--- config.mk ---
export PLATFORM = sky130hd
export DESIGN_NAME = luo_ctrl
export DESIGN_NICKNAME = d
export VERILOG_FILES = /design/src/hw/rtl/luo_pkg.sv /design/src/hw/rtl/luo_ctrl.sv
export VERILOG_INCLUDE_DIRS = /design/src /design/src/hw/rtl
export SDC_FILE = /design/constraint.sdc
export NUM_CORES = 1
export LEC_CHECK = 0
export BUFFER_PORTS_ARGS = -buffer_cell sky130_fd_sc_hd__buf_4
export CORE_AREA = 2 2 39 41
export CTS_CLUSTER_SIZE = 30
export DETAILED_ROUTE_END_ITERATION = 10
export DIE_AREA = 0 0 41 43
export PLACE_DENSITY = 0.66
export SYNTH_ARGS = -nofsm -noshare
export SYNTH_HDL_FRONTEND = slang
export SYNTH_SLANG_ARGS = --single-unit
--- constraint.sdc ---
create_clock -name clk -period 3.1 [get_ports clk]
set_input_delay 0.465 -clock clk [delete_from_list [all_inputs] [get_ports clk]]
set_output_delay 0.465 -clock clk [all_outputs]
set_load 0.01 [all_outputs]
--- src/hw/rtl/luenberger_observer_euler_defines.svh ---
// ----------------------------------------------------------------------------
// Luenberger observer assertion macros
// Shared concurrent assertion forms, clocked on clk and disabled in reset.
// ----------------------------------------------------------------------------
`ifndef LUENBERGER_OBSERVER_EULER_DEFINES_SVH
`define LUENBERGER_OBSERVER_EULER_DEFINES_SVH

// The consequent must hold in the same cycle as the antecedent.
`define LUO_ASSERT_NOW(lbl, ante, cons, msg) \
  lbl: assert property (@(posedge clk) disable iff (!rst_n) (ante) |-> (cons)) \
    else $error(msg);

// The consequent must hold in the cycle after the antecedent.
`define LUO_ASSERT_NEXT(lbl, ante, cons, msg) \
  lbl: assert property (@(posedge clk) disable iff (!rst_n) (ante) |=> (cons)) \
    else $error(msg);

`endif

--- src/hw/rtl/luo_pkg.sv ---
// ----------------------------------------------------------------------------
// Luenberger observer package
// Types, constants and saturation helper shared by the observer modules.
// ----------------------------------------------------------------------------
package luo_pkg;

  localparam int DATA_W  = 32;
  localparam int DT_W    = 20;
  localparam int ACC_W   = 50;
  localparam int PROD_W  = 64;
  localparam int ADDR_W  = 5;
  localparam int STEP_W  = 4;

  // Sequencer schedule: ten products, each consumed in the cycle after it
  // issues; each state is written once its dt product has passed prod_r and scaled_r.
  localparam int NUM_OPS   = 10;
  localparam int UPD_FIRST = 8;
  localparam int LAST_STEP = 11;

  // One microsecond in Q0.32.
  localparam logic [PROD_W-1:0] MICRO_Q032 = 64'd4295;

  localparam logic signed [DATA_W-1:0] RST_GAIN_ZERO     = 32'sd1235354;
  localparam logic signed [DATA_W-1:0] RST_GAIN_ONE      = 32'sd8366470;
  localparam logic signed [DATA_W-1:0] RST_GAIN_TWO      = -32'sd868352;
  localparam logic signed [DATA_W-1:0] RST_GAIN_THREE    = -32'sd655360;
  localparam logic signed [DATA_W-1:0] RST_A_POS         = 32'sd13546;
  localparam logic signed [DATA_W-1:0] RST_A_MID         = -32'sd2205227;
  localparam logic signed [DATA_W-1:0] RST_HEIGHT_OFFSET = 32'sd0;
  localparam logic signed [DATA_W-1:0] RST_N_OFFSET      = 32'sd0;

  typedef enum logic [2:0] {
    REG_GAIN_ZERO,
    REG_GAIN_ONE,
    REG_GAIN_TWO,
    REG_GAIN_THREE,
    REG_A_POS,
    REG_A_MID,
    REG_HEIGHT_OFFSET,
    REG_N_OFFSET
  } reg_idx_t;

  typedef enum logic [STEP_W-1:0] {
    OP_G0E,
    OP_APX0,
    OP_AMX2,
    OP_G1E,
    OP_G2E,
    OP_G3E,
    OP_D0T,
    OP_D1T,
    OP_D2T,
    OP_D3T
  } op_t;

  typedef enum logic {
    ST_IDLE,
    ST_RUN
  } state_t;

  typedef struct packed {
    logic signed [DATA_W-1:0] gain_zero;
    logic signed [DATA_W-1:0] gain_one;
    logic signed [DATA_W-1:0] gain_two;
    logic signed [DATA_W-1:0] gain_three;
    logic signed [DATA_W-1:0] a_pos;
    logic signed [DATA_W-1:0] a_mid;
    logic signed [DATA_W-1:0] height_offset;
    logic signed [DATA_W-1:0] n_offset;
  } cfg_t;

  typedef struct packed {
    logic       load;
    logic       issue_en;
    op_t        issue_op;
    logic       cons_en;
    op_t        cons_op;
    logic       upd_en;
    logic [1:0] upd_idx;
  } cmd_t;

  typedef struct packed {
    logic out_busy;
  } sts_t;

  function automatic logic signed [DATA_W-1:0] sat32(input logic signed [ACC_W-1:0] v);
    logic signed [ACC_W-1:0] hi;
    logic signed [ACC_W-1:0] lo;
    hi = 50'sd2147483647;
    lo = -50'sd2147483648;
    if (v > hi) begin
      return 32'sh7FFFFFFF;
    end else if (v < lo) begin
      return 32'sh80000000;
    end
    return v[DATA_W-1:0];
  endfunction

endpackage

--- src/hw/rtl/luo_ctrl.sv ---
// ----------------------------------------------------------------------------
// Luenberger observer controller
// Sequences the shared multiplier through the ten products of one update.
// ----------------------------------------------------------------------------
`include "luenberger_observer_euler_defines.svh"

module luo_ctrl (
  input  logic          clk,
  input  logic          rst_n,
  input  logic          in_valid,
  output logic          in_ready,
  input  luo_pkg::sts_t sts,
  output luo_pkg::cmd_t cmd
);

  luo_pkg::state_t             state_r;
  luo_pkg::state_t             state_nxt;
  logic [luo_pkg::STEP_W-1:0]  step_r;
  logic [luo_pkg::STEP_W-1:0]  step_nxt;
  logic [luo_pkg::STEP_W-1:0]  step_prev;
  logic [luo_pkg::STEP_W-1:0]  step_upd;

  always_ff @(posedge clk) begin
    if (!rst_n) begin
      state_r <= luo_pkg::ST_IDLE;
      step_r  <= '0;
    end else begin
      state_r <= state_nxt;
      step_r  <= step_nxt;
    end
  end

  assign step_prev = step_r - 4'd1;
  assign step_upd  = step_r - luo_pkg::STEP_W'(luo_pkg::UPD_FIRST);

  always_comb begin
    state_nxt    = state_r;
    step_nxt     = step_r;
    in_ready     = 1'b0;
    cmd.load     = 1'b0;
    cmd.issue_en = 1'b0;
    cmd.issue_op = luo_pkg::op_t'(step_r);
    cmd.cons_en  = 1'b0;
    cmd.cons_op  = luo_pkg::op_t'(step_prev);
    cmd.upd_en   = 1'b0;
    cmd.upd_idx  = step_upd[1:0];
    case (state_r)
      luo_pkg::ST_IDLE: begin
        in_ready = !sts.out_busy;
        if (in_valid && !sts.out_busy) begin
          cmd.load  = 1'b1;
          state_nxt = luo_pkg::ST_RUN;
          step_nxt  = '0;
        end
      end
      luo_pkg::ST_RUN: begin
        cmd.issue_en = step_r < luo_pkg::STEP_W'(luo_pkg::NUM_OPS);
        cmd.cons_en  = (step_r != '0) && (step_r <= luo_pkg::STEP_W'(luo_pkg::NUM_OPS));
        cmd.upd_en   = step_r >= luo_pkg::STEP_W'(luo_pkg::UPD_FIRST);
        step_nxt     = step_r + 4'd1;
        if (step_r == luo_pkg::STEP_W'(luo_pkg::LAST_STEP)) begin
          state_nxt = luo_pkg::ST_IDLE;
          step_nxt  = '0;
        end
      end
      default: begin
        state_nxt = luo_pkg::ST_IDLE;
        step_nxt  = '0;
      end
    endcase
  end

  `LUO_ASSERT_NEXT(a_accept_starts_run, in_valid && in_ready, (state_r == luo_pkg::ST_RUN) && (step_r == '0), "accepted beat did not start the sequence")
  `LUO_ASSERT_NOW(a_idle_quiet, state_r == luo_pkg::ST_IDLE, !cmd.issue_en && !cmd.cons_en && !cmd.upd_en, "datapath command issued while idle")
  `LUO_ASSERT_NEXT(a_step_advances, (state_r == luo_pkg::ST_RUN) && (step_r != luo_pkg::STEP_W'(luo_pkg::LAST_STEP)), (state_r == luo_pkg::ST_RUN) && (step_r == $past(step_r) + 4'd1), "sequence step skipped or stalled")

endmodule

==> impl_results.md <==
- Post-CTS Setup Bufs: 0
- Capturing element type of the critical path: output pin
- Slowest CP cell: dfxtp_1
- Worst setup margin: 1150 ps
- Syn. warnings: 0
- 1st-iter DRT viols: 3
- Post-route ant nets: 0
- Setup violators final: 0
- Avg Inst Size Synth: 8.26 um^2
- Max Buffers Root-to-Sink: 2
- Share of layout cells above drive strength 1: 0.328
- Rows: 14
- Core area: 1380 um^2
- MaxCap Viol Count: 0
- Clk_lat worst skew: 240 ps
- Mapped cell area: 413 um^2
- TritonCTS Buffers: 3
- WS Path Type: reg -> out
- Pleak: 0.242 nW
- Post-synth ARST share: 0
- Total clock sinks: 5
- IO buf count: 18
- Final Max Tran Viols: 0
- Finished Cell Area: 549 um^2
- Min-Delay Path Class: in -> reg
- Yosys reg bits: 5
- Vias/cell: 4.82
- Starting Density: 0.298
- Crit-path cells: inv_1 -> ha_1 -> o211a_1 -> o21a_1 -> buf_4
- Wire per inst: 11.5 um
- Die H: 43 um
- DRT Pass-1 Iters: 4
- CP required: 2630 ps
- Max FO, Critical Path: 7
- Die Wd: 41 um
- Hpwl dp: 677 um
- Clock slew at reported path FFs: 40 ps
- Critical path arrival: 1480 ps
- Aggregate global-route resource usage: 0.134
- Final Skew: 0.856 ps
- Number of synthesized flops with an enable pin: 0
- Antenna violations before repair: 0
- Run status: finished, final reports clean
- Root Buffer: clkbuf_4
- Synth top area share: 0.242
- Vias in the first global route: 368
- Routed vias: 400
- Largest net degree at the start of global routing: 12
- RSZ-0062 raised after global routing: no
- Pre-CTS setup slack: 1400 ps
- Top-count cell post-synth: inv_1
- Residual DRC count: 0
- Global route total overflow: 0
- Mapped Cells: 50
- Top cells by area, synth: dfxtp_1 (24%), ha_1 (9.1%), inv_1 (6.4%)
- Nets: 75
- First-pass GRT wire length: 1610 um
- PostCTS Resize Cnt: 0
- Detailed Route WL: 952 um
- H-tree levels: 1
- Measured slew at the worst slew-check pin: 416 ps
- CTS tree: done
- Tmin final: 1950 ps
- Crit path buf inv count: 2
- Synth-to-layout area growth: 33.0%
- Synth top cells by count: inv_1 (7), dfxtp_1 (5), buf_4 (3), ha_1 (3), nand2_1 (3)
- # IOs: 19
- Syn nets: 57
- Cell family with most CP delay: flip-flops
- Cell Area, Placed: 523 um^2
- Final hold viol count: 0
- CP startpoint kind: flip-flop
- Synth unique cells: 26
- Final std cells w/o fill: 83
- Cts hold-fix bufs: 0
- Die area: 1760 um^2
- Placer Congestion: 0.794
- Setup TNS: 0 ps
- Dpl cells: 79
- Pwr Density: 342 nW/um^2
- FMAX: 513 MHz
- Top_reg_cell synth: dfxtp_1
- Area leader, netlist: dfxtp_1
- Sequential area share after synthesis: 0.242
- CP peak stage delay: 420 ps
- Slew margin rel.: 0.723
- Ant. Diodes: 0
- Worst vdd ir: 201 uV
- Final worst path period share: 0.629
## cell usage in the layout (no fill, tap or decap)
master | synthesis | routed
nand4_1 | 1 | 1
a21boi_1 | 1 | 1
nor2_1 | 2 | 2
nor4bb_1 | 1 | 1
dfxtp_1 | 5 | 5
inv_1 | 7 | 7
nor2b_1 | 1 | 1
nand2_1 | 3 | 3
nand3b_1 | 2 | 2
o211ai_1 | 2 | 2
xor2_1 | 2 | 2
o221ai_1 | 1 | 1
nand3_1 | 1 | 1
o21a_1 | 2 | 2
nor3_1 | 1 | 1
clkbuf_4 | 0 | 3
buf_4 | 3 | 18
a21boi_0 | 1 | 1
nand4bb_1 | 1 | 1
a31oi_1 | 1 | 1
and2_1 | 1 | 1
ha_1 | 3 | 3
nor3b_2 | 1 | 1
clkbuf_1 | 0 | 1
o21ai_0 | 2 | 2
o211a_1 | 1 | 1
a21oi_1 | 2 | 2
## area by class of cell
class	instances	area, um^2
timing repair buffer	18	135
clock buffer	4	26.3
fill	146	835
inverter	7	26.3
multi-input combinational	33	241
sequential	5	100
tap	16	20.0
## power by group
group          total (mW)  switching, mW  internal [mW]
clock              0.0750         0.0263         0.0486
sequential         0.0723        0.00548         0.0668
combinational      0.0407         0.0192         0.0215
## per-stage QoR
step	power (mW)	util	hold WS [ps]
6_report	0.188	0.397	494
3_5_place_dp	0.114	0.378	535
2_1_floorplan	0.0943	-	541
4_1_cts	0.192	0.397	487
5_1_grt	0.201	0.397	509
3_3_place_gp	0.114	0.378	522
## routing by layer
metal | wire length, um | global-route usage | share of wire
met5 | 0 | 0 | 0
met4 | 0 | 0.0400 | 0
met1 | 445 | 0.188 | 0.47
met2 | 424 | 0.178 | 0.45
met3 | 82 | 0.0628 | 0.086
## kinds of logic after synthesis
| family | after synthesis | share of synthesized area |
|---|---|---|
| and+or+nand+nor | 15 | 0.233 |
| AOI/OAI and AO/OA | 13 | 0.218 |
| buffers and inverters | 12 | 0.173 |
| DFF | 5 | 0.242 |
| adders and majority gates | 3 | 0.0909 |
| xor gates and xnor gates | 2 | 0.0424 |
## registers in the layout, indices dropped and copies added, names as in the netlist
signal	cells
state_r	1
step_r	4
## final timing paths
path / startpoint / endpoint / slack (ps) / cells past startpoint
worst max-delay path: step_r[0] / cmd[7] / 1150 / 5
worst min-delay path: rst_n / state_r / 490 / 2
worst max register to register: step_r[1] / step_r[2] / 1760 / 4
worst min register to register: step_r[0] / step_r[0] / 540 / 2
Power figures use the tool's default switching activity.
