`src/hw/rtl/luenberger_observer_euler_defines.svh`:
```
// ----------------------------------------------------------------------------
// Luenberger observer assertion macros
// Shared concurrent assertion forms, clocked on clk and disabled in reset.
// ----------------------------------------------------------------------------
`ifndef LUENBERGER_OBSERVER_EULER_DEFINES_SVH
`define LUENBERGER_OBSERVER_EULER_DEFINES_SVH

// The consequent must hold in the same cycle as the antecedent.
`define LUO_ASSERT_NOW(lbl, ante, cons, msg) \
  lbl: assert property (@(posedge clk) disable iff (!rst_n) (ante) |-> (cons)) \
    else $error(msg);

// The consequent must hold in the cycle after the antecedent.
`define LUO_ASSERT_NEXT(lbl, ante, cons, msg) \
  lbl: assert property (@(posedge clk) disable iff (!rst_n) (ante) |=> (cons)) \
    else $error(msg);

`endif

```
`src/hw/rtl/luo_pkg.sv`:
```
// ----------------------------------------------------------------------------
// Luenberger observer package
// Types, constants and saturation helper shared by the observer modules.
// ----------------------------------------------------------------------------
package luo_pkg;

  localparam int DATA_W  = 32;
  localparam int DT_W    = 20;
  localparam int ACC_W   = 50;
  localparam int PROD_W  = 64;
  localparam int ADDR_W  = 5;
  localparam int STEP_W  = 4;

  // Sequencer schedule: ten products, each consumed in the cycle after it
  // issues; each state is written once its dt product has passed prod_r and scaled_r.
  localparam int NUM_OPS   = 10;
  localparam int UPD_FIRST = 8;
  localparam int LAST_STEP = 11;

  // One microsecond in Q0.32.
  localparam logic [PROD_W-1:0] MICRO_Q032 = 64'd4295;

  localparam logic signed [DATA_W-1:0] RST_GAIN_ZERO     = 32'sd1235354;
  localparam logic signed [DATA_W-1:0] RST_GAIN_ONE      = 32'sd8366470;
  localparam logic signed [DATA_W-1:0] RST_GAIN_TWO      = -32'sd868352;
  localparam logic signed [DATA_W-1:0] RST_GAIN_THREE    = -32'sd655360;
  localparam logic signed [DATA_W-1:0] RST_A_POS         = 32'sd13546;
  localparam logic signed [DATA_W-1:0] RST_A_MID         = -32'sd2205227;
  localparam logic signed [DATA_W-1:0] RST_HEIGHT_OFFSET = 32'sd0;
  localparam logic signed [DATA_W-1:0] RST_N_OFFSET      = 32'sd0;

  typedef enum logic [2:0] {
    REG_GAIN_ZERO,
    REG_GAIN_ONE,
    REG_GAIN_TWO,
    REG_GAIN_THREE,
    REG_A_POS,
    REG_A_MID,
    REG_HEIGHT_OFFSET,
    REG_N_OFFSET
  } reg_idx_t;

  typedef enum logic [STEP_W-1:0] {
    OP_G0E,
    OP_APX0,
    OP_AMX2,
    OP_G1E,
    OP_G2E,
    OP_G3E,
    OP_D0T,
    OP_D1T,
    OP_D2T,
    OP_D3T
  } op_t;

  typedef enum logic {
    ST_IDLE,
    ST_RUN
  } state_t;

  typedef struct packed {
    logic signed [DATA_W-1:0] gain_zero;
    logic signed [DATA_W-1:0] gain_one;
    logic signed [DATA_W-1:0] gain_two;
    logic signed [DATA_W-1:0] gain_three;
    logic signed [DATA_W-1:0] a_pos;
    logic signed [DATA_W-1:0] a_mid;
    logic signed [DATA_W-1:0] height_offset;
    logic signed [DATA_W-1:0] n_offset;
  } cfg_t;

  typedef struct packed {
    logic       load;
    logic       issue_en;
    op_t        issue_op;
    logic       cons_en;
    op_t        cons_op;
    logic       upd_en;
    logic [1:0] upd_idx;
  } cmd_t;

  typedef struct packed {
    logic out_busy;
  } sts_t;

  function automatic logic signed [DATA_W-1:0] sat32(input logic signed [ACC_W-1:0] v);
    logic signed [ACC_W-1:0] hi;
    logic signed [ACC_W-1:0] lo;
    hi = 50'sd2147483647;
    lo = -50'sd2147483648;
    if (v > hi) begin
      return 32'sh7FFFFFFF;
    end else if (v < lo) begin
      return 32'sh80000000;
    end
    return v[DATA_W-1:0];
  endfunction

endpackage

```
`src/hw/rtl/luo_regs.sv`:
```
// ----------------------------------------------------------------------------
// Luenberger observer configuration registers
// APB-style register file holding gains, model coefficients and offsets.
// ----------------------------------------------------------------------------
module luo_regs (
  input  logic                             clk,
  input  logic                             rst_n,
  input  logic                             psel,
  input  logic                             penable,
  input  logic                             pwrite,
  input  logic [luo_pkg::ADDR_W-1:0]       paddr,
  input  logic [luo_pkg::DATA_W-1:0]       pwdata,
  output logic [luo_pkg::DATA_W-1:0]       prdata,
  output logic                             pready,
  output luo_pkg::cfg_t                    cfg
);

  luo_pkg::cfg_t     cfg_r;
  luo_pkg::reg_idx_t idx;
  logic              wr_en;

  assign idx    = luo_pkg::reg_idx_t'(paddr[luo_pkg::ADDR_W-1:2]);
  assign wr_en  = psel && penable && pwrite;
  assign pready = 1'b1;
  assign cfg    = cfg_r;

  always_ff @(posedge clk) begin
    if (!rst_n) begin
      cfg_r.gain_zero     <= luo_pkg::RST_GAIN_ZERO;
      cfg_r.gain_one      <= luo_pkg::RST_GAIN_ONE;
      cfg_r.gain_two      <= luo_pkg::RST_GAIN_TWO;
      cfg_r.gain_three    <= luo_pkg::RST_GAIN_THREE;
      cfg_r.a_pos         <= luo_pkg::RST_A_POS;
      cfg_r.a_mid         <= luo_pkg::RST_A_MID;
      cfg_r.height_offset <= luo_pkg::RST_HEIGHT_OFFSET;
      cfg_r.n_offset      <= luo_pkg::RST_N_OFFSET;
    end else if (wr_en) begin
      case (idx)
        luo_pkg::REG_GAIN_ZERO:     cfg_r.gain_zero     <= pwdata;
        luo_pkg::REG_GAIN_ONE:      cfg_r.gain_one      <= pwdata;
        luo_pkg::REG_GAIN_TWO:      cfg_r.gain_two      <= pwdata;
        luo_pkg::REG_GAIN_THREE:    cfg_r.gain_three    <= pwdata;
        luo_pkg::REG_A_POS:         cfg_r.a_pos         <= pwdata;
        luo_pkg::REG_A_MID:         cfg_r.a_mid         <= pwdata;
        luo_pkg::REG_HEIGHT_OFFSET: cfg_r.height_offset <= pwdata;
        luo_pkg::REG_N_OFFSET:      cfg_r.n_offset      <= pwdata;
        default: ;
      endcase
    end
  end

  always_comb begin
    case (idx)
      luo_pkg::REG_GAIN_ZERO:     prdata = cfg_r.gain_zero;
      luo_pkg::REG_GAIN_ONE:      prdata = cfg_r.gain_one;
      luo_pkg::REG_GAIN_TWO:      prdata = cfg_r.gain_two;
      luo_pkg::REG_GAIN_THREE:    prdata = cfg_r.gain_three;
      luo_pkg::REG_A_POS:         prdata = cfg_r.a_pos;
      luo_pkg::REG_A_MID:         prdata = cfg_r.a_mid;
      luo_pkg::REG_HEIGHT_OFFSET: prdata = cfg_r.height_offset;
      luo_pkg::REG_N_OFFSET:      prdata = cfg_r.n_offset;
      default:                    prdata = '0;
    endcase
  end

endmodule

```
`config.mk`:
```
export PLATFORM = sky130hd
export DESIGN_NAME = luo_regs
export DESIGN_NICKNAME = d
export VERILOG_FILES = /design/src/hw/rtl/luenberger_observer_euler_defines.svh /design/src/hw/rtl/luo_pkg.sv /design/src/hw/rtl/luo_regs.sv
export SDC_FILE = /design/constraint.sdc
export NUM_CORES = 1
export LEC_CHECK = 0
export ABC_AREA = 0
export BUFFER_PORTS_ARGS = -buffer_cell sky130_fd_sc_hd__buf_2
export CAP_MARGIN = 0
export CORE_AREA = 3 3 165 167
export CTS_CLUSTER_DIAMETER = 200
export DETAILED_ROUTE_END_ITERATION = 16
export DIE_AREA = 0 0 168 170
export GPL_TIMING_DRIVEN = 1
export PLACE_DENSITY = 0.77
export SETUP_SLACK_MARGIN = 0.2
export SLEW_MARGIN = 20
export SYNTH_ARGS = -nofsm -noshare
export SYNTH_HDL_FRONTEND = slang
export SYNTH_SLANG_ARGS = --single-unit
```
`constraint.sdc`:
```
create_clock -name clk -period 1.4 [get_ports clk]
set_input_delay 0.14 -clock clk [delete_from_list [all_inputs] [get_ports clk]]
set_output_delay 0.14 -clock clk [all_outputs]
set_load 0.05 [all_outputs]
```
==> results.yml <==
outcome:
  status: "complete, but fails checks"
  violations: "negative setup slack"
pwr:
  p_leak_nw: 8.51
  p_int_mw: 13.0
  clockPowerShare_pct: 44.1
  p_sw_mw: 5.04
  peakVddDrop_v: 0.000817
  total_power_mw: 18.1
  switching_share_pct: 27.9
  seqPwrFrac_pct: 39.9
  power_density_nw_per_um2: 864
  combPwrFrac_pct: 16.0
worst_setup_path:
  required_ns: 1.26
  reg2regPathDepth: 4
  worstSetupEndpoint: "prdata[25]"
  cp_cell_sequence: "nand2b_1 > a221oi_2 > a21oi_2 > a21oi_4 > buf_8"
  critPathKind: "flop to output port"
  cp_max_fo: 2
  crit_family: "compound AO/OA/AOI/OAI gates"
  crit_path_start_kind: "flop"
  regToRegEndpoint: "cfg[26]"
  end_kind: "output port"
  critPathLaunch: "cfg[121]"
  critPathMaxStageDelay_ns: 0.61
  arrival_ns: 2.05
  r2r-start: "cfg[26]"
  r2r_setup_slack_ns: -0.16
  crit_cells: 5
  cp_slowest_cell: "a221oi_2"
  critPathBufInv: 1
clock_network:
  cts_tree: "done"
  cts_sinks: 256
  clk_pin_slew_worst_paths_ns: 0.07
  cts-root-buf: "clkbuf_16"
  cts_buffer_depth: 3
  numCtsBuffers: 27
  cts_htree_levels: 1
  clock_latency_ns: 0.53
placement:
  gp_congestion: 0.895
  dp_hpwl_um: 30300
  portBuffers: 327
  dp_slack_ns: -0.460
  post-place-cells: 2112
sta:
  worstMarginPinSlew_ns: 0.972
  whs_ns: 0.276
  drv_slew: 0
  finClkSkew_ns: 0
  setup_viol: 34
  slew_headroom_pct: 34.6
  setup_ws_ns: -0.788
  tns_ns: -19.74
  finalCriticalPeriod_ns: 2.19
  timing.final.crit_share_pct: 156
  hold_viol: 0
  fmax_mhz: 457
  rsz0062_at_grt: "yes"
layout:
  final_nets: 1935
  drive_above_1_share_pct: 51.9
  mostFrequentLayoutCells: "nand2_1, buf_8, dfxtp_4"
  n_fill_cell: 1328
  instances_no_fill: 2248
  largest_reg_flops: 256
  area.growth.synth_to_final_pct: 80.2
  final_common_cell: "nand2_1"
  seq_area_um2: 5780
  multiInputGateArea_um2: 6610
floorplanning:
  initial_core_util_pct: 44.7
  io_pins: 331
  die_area_um2: 28600
  coreArea_um2: 25900
  placementRows: 59
  die_h_um: 170
  die_w_um: 168
flow_run:
  drv_cap: 0
routing:
  ant_nets: 0
  post_drt_wl_per_cell_um: 28.4
  drt_first_pass_iters: 7
  vias: 14300
  drc: 0
  drt-initial-drc-count: 1883
  vias_per_cell: 6.35
  routed_wl_um: 63700
hold_path:
  min_path_cells: 6
  min_path_type: "input pin to flop"
global_routing:
  grt_max_degree: 81
  grt_use_total_pct: 35.1
  grt_pass1_wl_um: 79300
  grt_pass1_vias: 13800
  antenna_found_initial: 2
  grt_overflow: 0
yosys:
  synth_seq_area_share_pct: 44.2
  synth.avg_cell_area_um2: 7.94
  ys_warn_count: 0
  synth_area_um2: 11600
  syn_inst: 1459
  synth_cell_types: 33
  ys_seq_elements: 256
  syn-num-nets: 1501
stage by stage:
stage | area (um^2) | util [%]
after CTS | 18700 | 72.2
after global routing | 20900 | 80.6
after floorplan | 12600 | -
after global placement | 15300 | 59.2
after detailed placement | 15300 | 59.2
final | 20900 | 80.6
per-layer routing:
layer | GRT usage (%) | vias to the layer above | part of all wire (%)
li1 | - | 5748 | -
met1 | 40.7 | 6694 | 32
met2 | 58.1 | 1323 | 46
met3 | 8.15 | 496 | 12
met4 | 23.7 | 4 | 9.4
met5 | 0 | - | 0.027
worst min-delay path: stages:
cell	delay [ns]
buf_2	0.14
nand4_4	0.13
nor3_4	0.07
buf_12	0.16
nand2_1	0.08
a21boi_1	0.05
cell type report:
cell class | count | area share, %
Antenna cell | 1 | 0.0120
Sequential cell | 256 | 27.7
Tap cell | 335 | 2.01
Clock buffer | 39 | 4.04
Clock inverter | 9 | 0.629
Timing Repair Buffer | 558 | 33.4
Inverter | 32 | 0.587
Multi-Input combinational cell | 1018 | 31.6
power groups by stage:
stage               clock network, mW  logic [mW]  registers [mW]
floorplan                           0        1.39            7.78
global placement                    0        2.17            7.55
detailed placement                  0        2.20            7.55
CTS                              7.88        2.54            7.33
global route                     8.24        2.95            7.21
finish                           7.96        2.89            7.21
synth_stat cells:
cell | count | share of area (%)
o22a_1 | 2 | 0.15
a22oi_1 | 1 | 0.065
nand4b_2 | 1 | 0.13
a21boi_0 | 125 | 8.1
a21boi_1 | 46 | 3.0
buf_2 | 72 | 3.1
nand2b_1 | 7 | 0.38
mux2_2 | 26 | 2.5
a21o_1 | 1 | 0.065
nor2_1 | 64 | 2.1
o32a_1 | 1 | 0.086
or2_2 | 6 | 0.32
a32oi_1 | 4 | 0.30
a221oi_1 | 56 | 4.2
buf_6 | 5 | 0.49
nor2b_1 | 4 | 0.22
nand2_1 | 504 | 16
and2_1 | 1 | 0.054
a21oi_1 | 9 | 0.39
or3_1 | 3 | 0.16
buf_1 | 2 | 0.065
mux2i_1 | 32 | 2.8
nand4_4 | 1 | 0.18
clkbuf_1 | 61 | 2.0
a22o_1 | 33 | 2.5
buf_4 | 14 | 0.91
inv_1 | 32 | 1.0
nor3_2 | 2 | 0.17
nand3_1 | 74 | 3.2
conb_1 | 1 | 0.032
o22ai_1 | 2 | 0.11
o211ai_1 | 11 | 0.71
dfxtp_1 | 256 | 44
how the worst min path moves through the flow:
stage | start | to | slack, ns
after floorplan | pwdata[28] | cfg[156] | 0.40
after global placement | rst_n | cfg[209] | 0.42
after detailed placement | rst_n | cfg[241] | 0.43
after CTS | penable | cfg[168] | 0.24
after global routing | penable | cfg[171] | 0.28
final | penable | cfg[163] | 0.28
logic make-up after synthesis:
group	after synthesis	share of synthesized area, %
AND/OR/NAND/NOR	667	23.2
multiplexers	58	5.29
flip-flops	256	44.2
other	1	0.0324
buffers and inverters	186	7.58
AO/OA/AOI/OAI	291	19.7
repair_timing:
| item | 4_1_cts | 5_1_grt |
|---|---|---|
| setup buffers | 14 | 36 |
| endpoints found under the setup margin | 352 | 440 |
| resized for setup | 604 | 711 |
| hold endpoints to repair | 255 | 0 |
| hold buffers | 33 | 0 |
| pin swaps | 61 | 35 |
| cloned | 2 | 2 |
No activity file was read; power rests on OpenSTA's default activity.
